### config.mk
export PLATFORM = sky130hd
export DESIGN_NAME = ready_queue_scheduler
export DESIGN_NICKNAME = d
export VERILOG_FILES = /design/src/sv/rqs_pkg.sv /design/src/sv/rqs_ram.sv /design/src/sv/rqs_engine.sv /design/src/sv/ready_queue_scheduler.sv
export SDC_FILE = /design/constraint.sdc
export NUM_CORES = 1
export LEC_CHECK = 0
export BUFFER_PORTS_ARGS = -buffer_cell sky130_fd_sc_hd__buf_2
export CAP_MARGIN = 20
export CORE_ASPECT_RATIO = 0.8
export CORE_UTILIZATION = 50
export CTS_BUF_LIST = sky130_fd_sc_hd__clkbuf_8
export DETAILED_ROUTE_END_ITERATION = 8
export PLACE_DENSITY = 0.64
export SLEW_MARGIN = 10
export SYNTH_ARGS = -nofsm -noshare
export SYNTH_HDL_FRONTEND = slang
export SYNTH_SLANG_ARGS = --single-unit
### constraint.sdc
create_clock -name clk_i -period 6.1 [get_ports clk_i]
set_input_delay 0.61 -clock clk_i [delete_from_list [all_inputs] [get_ports clk_i]]
set_output_delay 0.61 -clock clk_i [all_outputs]
set_load 0.05 [all_outputs]
### src/sv/rqs_pkg.sv
package rqs_pkg;

  localparam int unsigned QueueDepth = 32;
  localparam int unsigned IdxW = $clog2(QueueDepth);
  localparam int unsigned CntW = $clog2(QueueDepth + 1);

  // policy codes
  localparam logic [2:0] MODE_FCFS = 3'd0;
  localparam logic [2:0] MODE_LCFS = 3'd1;
  localparam logic [2:0] MODE_SJF  = 3'd2;
  localparam logic [2:0] MODE_RR   = 3'd3;
  localparam logic [2:0] MODE_PRIO = 3'd4;

  // request codes
  localparam logic [1:0] FUNC_ADD = 2'd0;
  localparam logic [1:0] FUNC_EXP = 2'd1;
  localparam logic [1:0] FUNC_GET = 2'd2;

  // status codes
  localparam logic [1:0] ST_OK    = 2'd0;
  localparam logic [1:0] ST_FULL  = 2'd1;
  localparam logic [1:0] ST_EMPTY = 2'd2;

  // register index
  localparam logic [0:0] REG_POLICY_MODE = 1'b0;

  typedef struct packed {
    logic [1:0]  func;
    logic [7:0]  pid;
    logic [15:0] burst_key;
    logic [1:0]  level;
  } req_t;

  typedef struct packed {
    logic [7:0] pid_out;
    logic       grant_valid;
    logic [1:0] status;
    logic       queue_empty;
  } rsp_t;

  typedef struct packed {
    logic [7:0]  pid;
    logic [15:0] key;
    logic [1:0]  level;
    logic        bank;
  } slot_t;

  localparam int unsigned SlotW = $bits(slot_t);

  typedef enum logic [2:0] {
    ST_IDLE,
    ST_SCAN,
    ST_RDREQ,
    ST_RDCAP,
    ST_SHUP,
    ST_SHDN,
    ST_WRNEW,
    ST_DONE
  } eng_state_e;

endpackage

### src/sv/rqs_ram.sv
module rqs_ram #(
  parameter int unsigned Width = 8,
  parameter int unsigned Depth = 32,
  parameter int unsigned AddrW = $clog2(Depth)
) (
  input  logic             clk_i,
  input  logic             we_i,
  input  logic [AddrW-1:0] waddr_i,
  input  logic [Width-1:0] wdata_i,
  input  logic             re_i,
  input  logic [AddrW-1:0] raddr_i,
  output logic [Width-1:0] rdata_o
);

  logic [Width-1:0] mem [Depth];
  logic [Width-1:0] rdata_q;

  // single write port
  always_ff @(posedge clk_i) begin
    if (we_i) begin
      mem[waddr_i] <= wdata_i;
    end
  end

  // registered read port
  always_ff @(posedge clk_i) begin
    if (re_i) begin
      rdata_q <= mem[raddr_i];
    end
  end

  assign rdata_o = rdata_q;

endmodule

### src/sv/rqs_engine.sv
module rqs_engine (
  input  logic          clk_i,
  input  logic          rst_ni,
  input  logic          start_i,
  input  rqs_pkg::req_t req_i,
  input  logic [2:0]    mode_i,
  output logic          busy_o,
  output logic          res_valid_o,
  input  logic          res_take_i,
  output rqs_pkg::rsp_t res_o
);
  import rqs_pkg::*;

  eng_state_e state_q, state_d;
  req_t        req_q, req_d;
  logic [2:0]  mode_q, mode_d;
  logic [CntW-1:0] cnt_q, cnt_d;
  logic        ab_q, ab_d;
  logic [IdxW-1:0] pos_q, pos_d, idx_q, idx_d, pidx_q, pidx_d;
  logic        act_q, act_d, pend_q, pend_d;
  logic [7:0]  pid_q, pid_d;
  logic        grant_q, grant_d;
  logic [1:0]  status_q, status_d;
  logic [1:0]  bf_q, bf_d;
  logic [1:0]  bl_q [2];
  logic [1:0]  bl_d [2];
  logic [IdxW-1:0] bp_q [2];
  logic [IdxW-1:0] bp_d [2];
  logic [7:0]  bpid_q [2];
  logic [7:0]  bpid_d [2];

  logic        ram_we, ram_re;
  logic [IdxW-1:0] ram_waddr, ram_raddr;
  slot_t       ram_wdata, rd;
  logic [SlotW-1:0] rd_raw;

  logic [2:0]  eff_mode;
  logic        is_add, is_get, full;
  logic [IdxW-1:0] cnt_last;
  logic        sjf_hit, scan_last, shift_done;
  slot_t       new_slot;
  logic        sel;

  rqs_ram #(
    .Width (SlotW),
    .Depth (QueueDepth)
  ) u_ram (
    .clk_i   (clk_i),
    .we_i    (ram_we),
    .waddr_i (ram_waddr),
    .wdata_i (ram_wdata),
    .re_i    (ram_re),
    .raddr_i (ram_raddr),
    .rdata_o (rd_raw)
  );

  assign rd = slot_t'(rd_raw);

  // request decode at accept time
  assign eff_mode = (mode_i > MODE_PRIO) ? MODE_FCFS : mode_i;
  assign is_add   = (req_i.func == FUNC_ADD) ||
                    ((req_i.func == FUNC_EXP) && (eff_mode == MODE_PRIO));
  assign is_get   = (req_i.func == FUNC_GET);
  assign full     = (cnt_q == CntW'(QueueDepth));
  assign cnt_last = IdxW'(cnt_q - 1'b1);

  // walk status
  assign sjf_hit    = pend_q && (mode_q == MODE_SJF) && (req_q.burst_key < rd.key);
  assign scan_last  = pend_q && (pidx_q == cnt_last);
  assign shift_done = !act_q && !pend_q;

  assign new_slot = '{pid: req_q.pid, key: req_q.burst_key, level: req_q.level,
                      bank: (req_q.func == FUNC_EXP) ? ~ab_q : ab_q};

  // next state
  always_comb begin
    state_d = state_q;
    case (state_q)
      ST_IDLE: begin
        if (start_i) begin
          if (is_add && !full) begin
            state_d = (eff_mode == MODE_SJF && cnt_q != '0) ? ST_SCAN : ST_WRNEW;
          end else if (is_get && cnt_q != '0) begin
            state_d = (eff_mode == MODE_PRIO) ? ST_SCAN : ST_RDREQ;
          end else begin
            state_d = ST_DONE;
          end
        end
      end
      ST_SCAN: begin
        if (mode_q == MODE_SJF) begin
          if (sjf_hit) begin
            state_d = ST_SHDN;
          end else if (scan_last) begin
            state_d = ST_WRNEW;
          end
        end else if (scan_last) begin
          state_d = ST_SHUP;
        end
      end
      ST_RDREQ: state_d = ST_RDCAP;
      ST_RDCAP: state_d = ST_SHUP;
      ST_SHUP: begin
        if (shift_done) state_d = ST_DONE;
      end
      ST_SHDN: begin
        if (shift_done) state_d = ST_WRNEW;
      end
      ST_WRNEW: state_d = ST_DONE;
      ST_DONE: begin
        if (res_take_i) state_d = ST_IDLE;
      end
      default: state_d = ST_IDLE;
    endcase
  end

  // datapath and memory control
  always_comb begin
    req_d    = req_q;
    mode_d   = mode_q;
    cnt_d    = cnt_q;
    ab_d     = ab_q;
    pos_d    = pos_q;
    idx_d    = idx_q;
    pidx_d   = pidx_q;
    act_d    = act_q;
    pend_d   = pend_q;
    pid_d    = pid_q;
    grant_d  = grant_q;
    status_d = status_q;
    bf_d     = bf_q;
    bl_d     = bl_q;
    bp_d     = bp_q;
    bpid_d   = bpid_q;
    sel      = ab_q;
    ram_we    = 1'b0;
    ram_waddr = pos_q;
    ram_wdata = new_slot;
    ram_re    = 1'b0;
    ram_raddr = idx_q;
    case (state_q)
      ST_IDLE: begin
        if (start_i) begin
          req_d    = req_i;
          mode_d   = eff_mode;
          status_d = ST_OK;
          grant_d  = 1'b0;
          pid_d    = '0;
          idx_d    = '0;
          act_d    = (cnt_q != '0);
          pend_d   = 1'b0;
          bf_d     = '0;
          pos_d    = IdxW'(cnt_q);
          if (is_add && full) begin
            status_d = ST_FULL;
          end else if (is_get) begin
            if (cnt_q == '0) begin
              status_d = ST_EMPTY;
            end else if (eff_mode == MODE_LCFS) begin
              pos_d = cnt_last;
            end else begin
              pos_d = '0;
            end
          end
        end
      end
      ST_SCAN: begin
        // issue the next read
        if (act_q) begin
          ram_re = 1'b1;
          pend_d = 1'b1;
          pidx_d = idx_q;
          if (idx_q == cnt_last) begin
            act_d = 1'b0;
          end else begin
            idx_d = idx_q + 1'b1;
          end
        end else begin
          pend_d = 1'b0;
        end
        // look at the entry that came back
        if (mode_q == MODE_SJF) begin
          if (sjf_hit) begin
            pos_d  = pidx_q;
            idx_d  = cnt_last;
            act_d  = 1'b1;
            pend_d = 1'b0;
          end
        end else if (pend_q) begin
          if (!bf_q[rd.bank] || rd.level > bl_q[rd.bank]) begin
            bf_d[rd.bank]   = 1'b1;
            bl_d[rd.bank]   = rd.level;
            bp_d[rd.bank]   = pidx_q;
            bpid_d[rd.bank] = rd.pid;
          end
          if (scan_last) begin
            sel = bf_d[ab_q] ? ab_q : ~ab_q;
            ab_d    = sel;
            pos_d   = bp_d[sel];
            pid_d   = bpid_d[sel];
            grant_d = 1'b1;
            idx_d   = bp_d[sel] + 1'b1;
            act_d   = (CntW'(bp_d[sel]) + 1'b1 < cnt_q);
            pend_d  = 1'b0;
          end
        end
      end
      ST_RDREQ: begin
        ram_re    = 1'b1;
        ram_raddr = pos_q;
      end
      ST_RDCAP: begin
        pid_d   = rd.pid;
        grant_d = 1'b1;
        idx_d   = pos_q + 1'b1;
        act_d   = (CntW'(pos_q) + 1'b1 < cnt_q);
        pend_d  = 1'b0;
      end
      ST_SHUP: begin
        // close the gap: entry j moves to j-1
        if (pend_q) begin
          ram_we    = 1'b1;
          ram_waddr = pidx_q - 1'b1;
          ram_wdata = rd;
        end
        if (act_q) begin
          ram_re = 1'b1;
          pend_d = 1'b1;
          pidx_d = idx_q;
          if (idx_q == cnt_last) begin
            act_d = 1'b0;
          end else begin
            idx_d = idx_q + 1'b1;
          end
        end else begin
          pend_d = 1'b0;
        end
        if (shift_done) cnt_d = cnt_q - 1'b1;
      end
      ST_SHDN: begin
        // open a gap: entry j moves to j+1, from the top down
        if (pend_q) begin
          ram_we    = 1'b1;
          ram_waddr = pidx_q + 1'b1;
          ram_wdata = rd;
        end
        if (act_q) begin
          ram_re = 1'b1;
          pend_d = 1'b1;
          pidx_d = idx_q;
          if (idx_q == pos_q) begin
            act_d = 1'b0;
          end else begin
            idx_d = idx_q - 1'b1;
          end
        end else begin
          pend_d = 1'b0;
        end
      end
      ST_WRNEW: begin
        ram_we = 1'b1;
        cnt_d  = cnt_q + 1'b1;
      end
      ST_DONE: ;
      default: ;
    endcase
  end

  // control registers
  always_ff @(posedge clk_i or negedge rst_ni) begin
    if (!rst_ni) begin
      state_q <= ST_IDLE;
      cnt_q   <= '0;
      ab_q    <= 1'b0;
      act_q   <= 1'b0;
      pend_q  <= 1'b0;
      bf_q    <= '0;
    end else begin
      state_q <= state_d;
      cnt_q   <= cnt_d;
      ab_q    <= ab_d;
      act_q   <= act_d;
      pend_q  <= pend_d;
      bf_q    <= bf_d;
    end
  end

  // payload registers
  always_ff @(posedge clk_i) begin
    req_q    <= req_d;
    mode_q   <= mode_d;
    pos_q    <= pos_d;
    idx_q    <= idx_d;
    pidx_q   <= pidx_d;
    pid_q    <= pid_d;
    grant_q  <= grant_d;
    status_q <= status_d;
    bl_q     <= bl_d;
    bp_q     <= bp_d;
    bpid_q   <= bpid_d;
  end

  assign busy_o      = (state_q != ST_IDLE);
  assign res_valid_o = (state_q == ST_DONE);
  assign res_o = '{pid_out: pid_q, grant_valid: grant_q, status: status_q,
                   queue_empty: (cnt_q == '0)};

endmodule

### src/sv/ready_queue_scheduler.sv
// Ready-queue engine: one request in, one result transfer out. Entries sit in
// arrival order, shortest-job-first adds placed by key, in a slot memory with
// one write port and a registered read port (one read, one write per cycle),
// and every reorder walks that memory one entry per cycle. An add in fcfs,
// lcfs, round robin or priority mode writes the new entry at the end. A fifo
// or lcfs get removes the front or the newest entry and shifts the entries
// behind it down. A shortest-job-first add scans keys to the insert point,
// then shifts the entries from there up to open the slot. A priority get scans
// all count entries once to find the best entry of both banks, then closes the
// gap. One request is in flight at a time; the next is taken once the result
// has moved to the output register. policy_mode is written over the APB port
// at byte address 0.
module ready_queue_scheduler (
  input  logic          clk_i,
  input  logic          rst_ni,
  input  logic          in_valid_i,
  output logic          in_stall_o,
  input  rqs_pkg::req_t in_data_i,
  output logic          out_valid_o,
  input  logic          out_stall_i,
  output rqs_pkg::rsp_t out_data_o,
  input  logic          psel,
  input  logic          penable,
  input  logic          pwrite,
  input  logic [0:0]    paddr,
  input  logic [31:0]   pwdata,
  output logic [31:0]   prdata,
  output logic          pready
);
  import rqs_pkg::*;

  logic [2:0] mode_q, mode_d;
  logic       out_valid_q, out_valid_d;
  rsp_t       out_q;
  logic       busy, res_valid, res_take;
  rsp_t       res;
  logic       cfg_wr;

  // config register
  assign pready = 1'b1;
  assign cfg_wr = psel && penable && pwrite && (paddr == REG_POLICY_MODE);
  assign mode_d = cfg_wr ? pwdata[2:0] : mode_q;
  assign prdata = (paddr == REG_POLICY_MODE) ? {29'd0, mode_q} : '0;

  always_ff @(posedge clk_i or negedge rst_ni) begin
    if (!rst_ni) begin
      mode_q <= MODE_FCFS;
    end else begin
      mode_q <= mode_d;
    end
  end

  rqs_engine u_engine (
    .clk_i       (clk_i),
    .rst_ni      (rst_ni),
    .start_i     (in_valid_i && !busy),
    .req_i       (in_data_i),
    .mode_i      (mode_q),
    .busy_o      (busy),
    .res_valid_o (res_valid),
    .res_take_i  (res_take),
    .res_o       (res)
  );

  assign in_stall_o = busy;

  // output register
  assign res_take    = res_valid && (!out_valid_q || !out_stall_i);
  assign out_valid_d = res_take ? 1'b1 : (out_stall_i ? out_valid_q : 1'b0);

  always_ff @(posedge clk_i or negedge rst_ni) begin
    if (!rst_ni) begin
      out_valid_q <= 1'b0;
    end else begin
      out_valid_q <= out_valid_d;
    end
  end

  always_ff @(posedge clk_i) begin
    if (res_take) out_q <= res;
  end

  assign out_valid_o = out_valid_q;
  assign out_data_o  = out_q;

  // a grant always carries ok status
  a_grant_ok: assert property (@(posedge clk_i) disable iff (!rst_ni)
    out_valid_o && out_data_o.grant_valid |-> out_data_o.status == ST_OK)
    else $error("grant with error status");

  // an accepted request blocks the input until its result is out
  a_busy_after_accept: assert property (@(posedge clk_i) disable iff (!rst_ni)
    in_valid_i && !in_stall_o |=> in_stall_o)
    else $error("input taken while a request is in flight");

  // a dropped add means the store is full, hence not empty
  a_full_not_empty: assert property (@(posedge clk_i) disable iff (!rst_ni)
    out_valid_o && out_data_o.status == ST_FULL |-> !out_data_o.queue_empty)
    else $error("full drop reported with empty store");

endmodule

# Yosys cells after proc, flatten, opt, wreduce, memory -nomap -nowiden
# Memories as Yosys holds them, arrays and structs flattened. A register that Yosys moved wholly into a read port is not among the register bits.
# Cells that the tools add are included.
[totals] mem_bits_rw=864 mem_count=1 word_cells=260 register_bits=117 output_inout_bits=47
[op_classes] n_bitwise=7 magnitude_cmp=11 mux=117 n_reduce_logical=52 eq_ne=32 add_sub_neg=10
[memory_table] memory="u_engine.u_ram.mem" words=32 word_bits=27 read_ports=1 rd_ports_with_merged_regs=1 wr=1 line="rqs_ram.sv:15" text="logic [Width-1:0] mem [Depth];"
[op_table] operator="$mux 5" n=25
[op_table] operator="$mux 8" n=8
[op_table] operator="$mux 27" n=2
[op_table] operator="$mux 10" n=4
[op_table] operator="$mux 3" n=13
[op_table] operator="$mux 1" n=31
[op_table] operator="$mux 2" n=13
[op_table] operator="$pmux 5 s5" n=1
[op_table] operator="$pmux 3 s8" n=1
[op_table] operator="$pmux 8 s3" n=1
[op_table] operator="$add 5x1->5 const B" n=4
[op_table] operator="$pmux 5 s2" n=2
[op_table] operator="$bwmux 16" n=1
[op_table] operator="$logic_and 1x1->1" n=16
[op_table] operator="$lt 16x16->1" n=1
[op_table] operator="$mux 16" n=1
[op_table] operator="$ne 2x1->1 const B" n=8
[op_table] operator="$reduce_and 4->1" n=4
[op_table] operator="$eq 3x3->1 const B" n=5
[op_table] operator="$eq 5x5->1" n=3
[op_table] operator="$add 5x1->6 const B" n=2
[op_table] operator="$eq 3x2->1 const B" n=4
[op_table] operator="$lt 6x6->1" n=2
[op_table] operator="$pmux 6 s2" n=1
[op_table] operator="47 further kinds" n=76

# Longest topological paths before layout
[logic_depth] ltp_word=23 depth_mapped=19 mapped_depth_nobuf=17

# By module
# A second synthesis with hierarchy kept.
[hier_totals] hier_cells=2603 area_unflattened_um2=41930.2
[modules_own_cells] module="rqs_ram" cells_per_inst=1915 area_each_um2=34493.1 n_inst=1
[modules_own_cells] module="rqs_engine" cells_per_inst=630 area_each_um2=6627.6 n_inst=1
[modules_own_cells] module="ready_queue_scheduler" cells_per_inst=58 area_each_um2=809.5 n_inst=1

# Worst setup path after synthesis
# OpenSTA, ideal clock, no wires.
[synth_path] kind="register to register" from="register u_engine.u_ram.rdata_q[0] (netlist: u_engine.u_ram.rdata_o[0]), read port of u_engine.u_ram.mem" to="register u_engine.act_q" required_ns=6.017 synth_period_minus_slack_ns=4.234 path_stages_with_launch=18 setup_time_ns=0.083 slack_ns=1.866 arrival_ns=4.152 path_cell_list="edfxtp_1 -> buf_2 -> mux2_2 -> ha_1 -> and3_1 -> a311oi_2 -> a2bb2oi_2 -> o211ai_1 -> inv_1 -> ha_1 -> o2111ai_1 -> xor2_1 -> ha_1 -> a21o_1 -> a211oi_1 -> or4b_1 -> and3_1 -> o21ai_0"
[synth_via] elab_chain_cells=23
[synth_lines] element="start, declared" line="rqs_ram.sv:16" text="logic [Width-1:0] rdata_q;"
[synth_lines] element="$not 1->2 (implied by the code)" line="rqs_engine.sv:190, rqs_engine.sv:193"
[synth_lines] element="$mux 2 (implied by the code) (3 in a row)" line="rqs_engine.sv:190" text="if (!bf_q[rd.bank] || rd.level > bl_q[rd.bank]) begin"
[synth_lines] element="$gt 2x2->1" line="rqs_engine.sv:190"
[synth_lines] element="$logic_or 1x1->1" line="rqs_engine.sv:190"
[synth_lines] element="$mux 2" line="rqs_engine.sv:190"
[synth_lines] element="$mux 2" line="rqs_engine.sv:189" text="end else if (pend_q) begin"
[synth_lines] element="$mux 2" line="rqs_engine.sv:182" text="if (mode_q == MODE_SJF) begin"
[synth_lines] element="$mux 2" line="rqs_engine.sv:141" text="case (state_q)"
[synth_lines] element="[... 3 more ...]"
[synth_lines] element="$not 1->2 (implied by the code)" line="rqs_engine.sv:203" text="act_d = (CntW'(bp_d[sel]) + 1'b1 < cnt_q);"
[synth_lines] element="$mux 5 (implied by the code) * (3 in a row)" line="rqs_engine.sv:203"
[synth_lines] element="$add 5x1->6 *" line="rqs_engine.sv:203"
[synth_lines] element="$lt 6x6->1 *" line="rqs_engine.sv:203"
[synth_lines] element="$mux 1 *" line="rqs_engine.sv:196" text="if (scan_last) begin"
[synth_lines] element="$mux 1 *" line="rqs_engine.sv:189"
[synth_lines] element="$mux 1 *" line="rqs_engine.sv:182"
[synth_lines] element="$pmux 1 s5 *" line="rqs_engine.sv:141"
[synth_lines] element="end signal, assigned" line="rqs_engine.sv:282" text="act_q <= act_d;"
[synth_lines] element="end, declared" line="rqs_engine.sv:20" text="logic act_q, act_d, pend_q, pend_d;"
# Every way passes the cells marked *; elsewhere a longest branch is shown, timed or not. The select of a mux whose other input is x is not followed.
# A chain may end at the register's enable or synchronous reset.

# Worst setup path after layout
# Same ends and word-level chain as after synthesis.

==> results.json <==
{
  "grt_overflow_total": 0,
  "wirelength_microns": 104700,
  "h-tree-depth": 4,
  "synth-edff-count": 990,
  "worst_slew_pin_slew_ps": 1183,
  "cts_num_sinks": 1008,
  "nets": 2444,
  "cts_buffer_depth": 3,
  "cts_resized": 0,
  "start_util_pct": 50.96,
  "grt_setup_unrepaired": "no",
  "drive_gt1_share_pct": 25.69,
  "cp-start-kind": "flop",
  "crit_top_cell": "ha_1",
  "p_total_w": 0.02289,
  "ant_nets": 0,
  "synthCells": 2112,
  "die_w_microns": 320.3,
  "crit_slowest_cell": "a311oi_2",
  "hold_viol": 0,
  "setup_violations": 0,
  "row_count": 92,
  "cts_tree": "built",
  "drc": 0,
  "detail_route.first_pass.iterations": 5,
  "slew_viol_final": 0,
  "ys_ff_latch": 1008,
  "syn_to_final_growth_pct": 12.73,
  "hp-class": "in2reg",
  "viasPerCell": 6.167,
  "drv_cap": 0,
  "dr_total_vias": 21830,
  "fmaxAchievable_mhz": 202.0,
  "crit_required_ps": 6840,
  "status": "finished clean",
  "crit_path_end_kind": "flop",
  "tns_ps": 0,
  "cts_root_buf": "clkbuf_8",
  "criticalPathCategory": "reg2reg",
  "skew_ps": 31.74,
  "ys_async_sr_fraction_pct": 1.786,
  "crit_chain": "mux2_2, ha_1, and3_1, a311oi_2, a2bb2oi_2, o211ai_1, inv_1, ha_1, o2111ai_1, xor2_1, ha_1, a21o_1, a211oi_1, or4b_1, and3_1, o21ai_0",
  "mostFrequentLayoutCell": "edfxtp_1",
  "ioPinCount": 115,
  "ys_types": 71,
  "yosys_warnings": 0,
  "fin_crit_sh_pct": 81.17,
  "port_buffers": 55,
  "p_per_area_nw_per_um2": 501.0,
  "p_leak_nw": 15.02,
  "synthFlopType": "edfxtp_1",
  "clkTransAtPathRegs_ps": 60,
  "fp.dieArea_sq_um": 82220,
  "syn-cell-area_sq_um": 40540,
  "grt_pass1_wl_microns": 149800,
  "critPathBufInv": 1,
  "r2r_slack_ps": 1150,
  "crit_arrival_ps": 5700,
  "routedWlPerCell_microns": 29.56,
  "gp_congestion": 0.8811,
  "synth_area_per_cell_sq_um": 19.19,
  "fp.coreArea_sq_um": 79540,
  "antenna_found_initial": 3,
  "final_cell_mix": "edfxtp_1, mux4_2, clkbuf_8, nand2_1, o22ai_1",
  "grt_pass1_vias": 21780,
  "slew_headroom_pct": 20.93,
  "fin_area_sq_um": 45700,
  "cpPeakStageDelay_ps": 580,
  "ir_drop_uv": 303.8,
  "grt.total_usage_pct": 25.76,
  "die_h_microns": 256.7,
  "place_area_sq_um": 42490,
  "critical_path.max_fanout": 10,
  "cts_buffers": 155,
  "ys_seq_area_share_pct": 74.45,
  "drtIter0Drc": 2677,
  "grt_max_degree": 78,
  "place_hpwl_microns": 59390,
  "cpLargestDelayFamily": "compound AO/OA/AOI/OAI gates",
  "clk_latency_ps": 830,
  "final.min_clock_period_ps": 4952
}
worst register-to-register path: stages, from the launching register on:
cell and delay, ps:
edfxtp_1 560, mux2_2 380, ha_1 290, and3_1 170, a311oi_2 580, a2bb2oi_2 230
o211ai_1 470, inv_1 100, ha_1 250, o2111ai_1 130, xor2_1 230, ha_1 270
a21o_1 160, a211oi_1 280, or4b_1 460, and3_1 180, o21ai_0 140
state kept, by name (all words and copies together), names as in the netlist, 3 cells and up:
| signal | cells |
|---|---|
| u_engine.idx_q | 5 |
| u_engine.state_q | 3 |
| u_engine.pid_q | 8 |
| u_engine.u_ram.rdata_o | 27 |
| u_engine.pidx_q | 5 |
| u_engine.pos_q | 5 |
| u_engine.cnt_q | 6 |
| u_engine.new_slot | 26 |
| u_engine.bpid_q | 16 |
| u_engine.u_ram.mem | 864 |
| mode_q | 3 |
| u_engine.bp_q | 10 |
| u_engine.mode_q | 3 |
| u_engine.bl_q | 4 |
| out_data_o | 12 |
final timing paths:
check,from,endpoint,cells after the start
max in group asynchronous,rst_ni,mode_q[1],2
worst min-delay path,in_data_i[27],u_engine.req_q[27],1
min in group asynchronous,rst_ni,u_engine.cnt_q[5],2
worst max register to register,u_engine.u_ram.rdata_o[0],u_engine.act_q,16
worst min register to register,u_engine.pid_q[2],out_data_o[6],0
worst max-delay path,u_engine.u_ram.rdata_o[0],u_engine.act_q,16
metal layers:
layer  GRT usage, %  wire (microns)
met4          8.001            2335
met5         0.1754              13
met3          7.203           10600
met2          38.66           48400
met1          36.81           43310
cells in the mapped netlist, drive strengths merged, types with 28 or more instances:
cell / n / area, sq um
buf: 84 / 600.6
nor4: 28 / 175.2
o21ai: 65 / 325.3
a21oi: 32 / 163.9
xnor2: 28 / 245.2
ha: 35 / 437.9
clkbuf: 52 / 202.7
nor2: 67 / 251.5
mux4: 216 / 4865
o22ai: 118 / 738.2
edfxtp: 990 / 29730
inv: 43 / 161.4
nand2: 127 / 476.7
stage by stage:
stage          instances  hold WS (ps)  util [%]  worst slack (ps)
6_report            3540         81.54     57.45              1148
3_3_place_gp        3222         403.3     53.38              1224
2_1_floorplan       2140         314.4         -              1866
3_5_place_dp        3224         404.5     53.42              1150
4_1_cts             3528         23.81     57.26              1116
5_1_grt             3538         64.49     57.44             670.0
power by group:
part,total [W],switching [W],internal [W]
Combinational,0.00800,0.00495,0.00305
Clock,0.00512,0.00266,0.00246
Sequential,0.00977,0.000450,0.00932
Total,0.0229,0.00806,0.0148
area by class of cell:
class	count	area [sq um]
tap	1081	1353
multi-input combinational	953	9811
inverter	43	161.4
clock buffer	157	2161
antenna	3	7.507
timing repair buffer	180	1449
sequential	1008	30180
clock inverter	115	575.6
fill	5879	33850
what timing repair did:
action,CTS,global route
hold endpoints to repair,49,0
hold buffers,32,0
setup buffers,0,0
kinds of logic (layout without fill, tap and decap cells):
| logic type | after synthesis | in the layout | share of synthesized area (%) |
|---|---|---|---|
| XOR/XNOR | 43 | 43 | 0.9630 |
| adder cells (fa/ha/maj) | 35 | 35 | 1.080 |
| AND/OR/NAND/NOR | 319 | 319 | 3.827 |
| buffers and inverters | 179 | 495 | 2.380 |
| multiplexers | 255 | 255 | 13.04 |
| other | 2 | 33 | 0.01853 |
| AO/OA/AOI/OAI | 271 | 271 | 4.241 |
| flip-flops | 1008 | 1008 | 74.45 |
(Power assumes the default switching activity.)
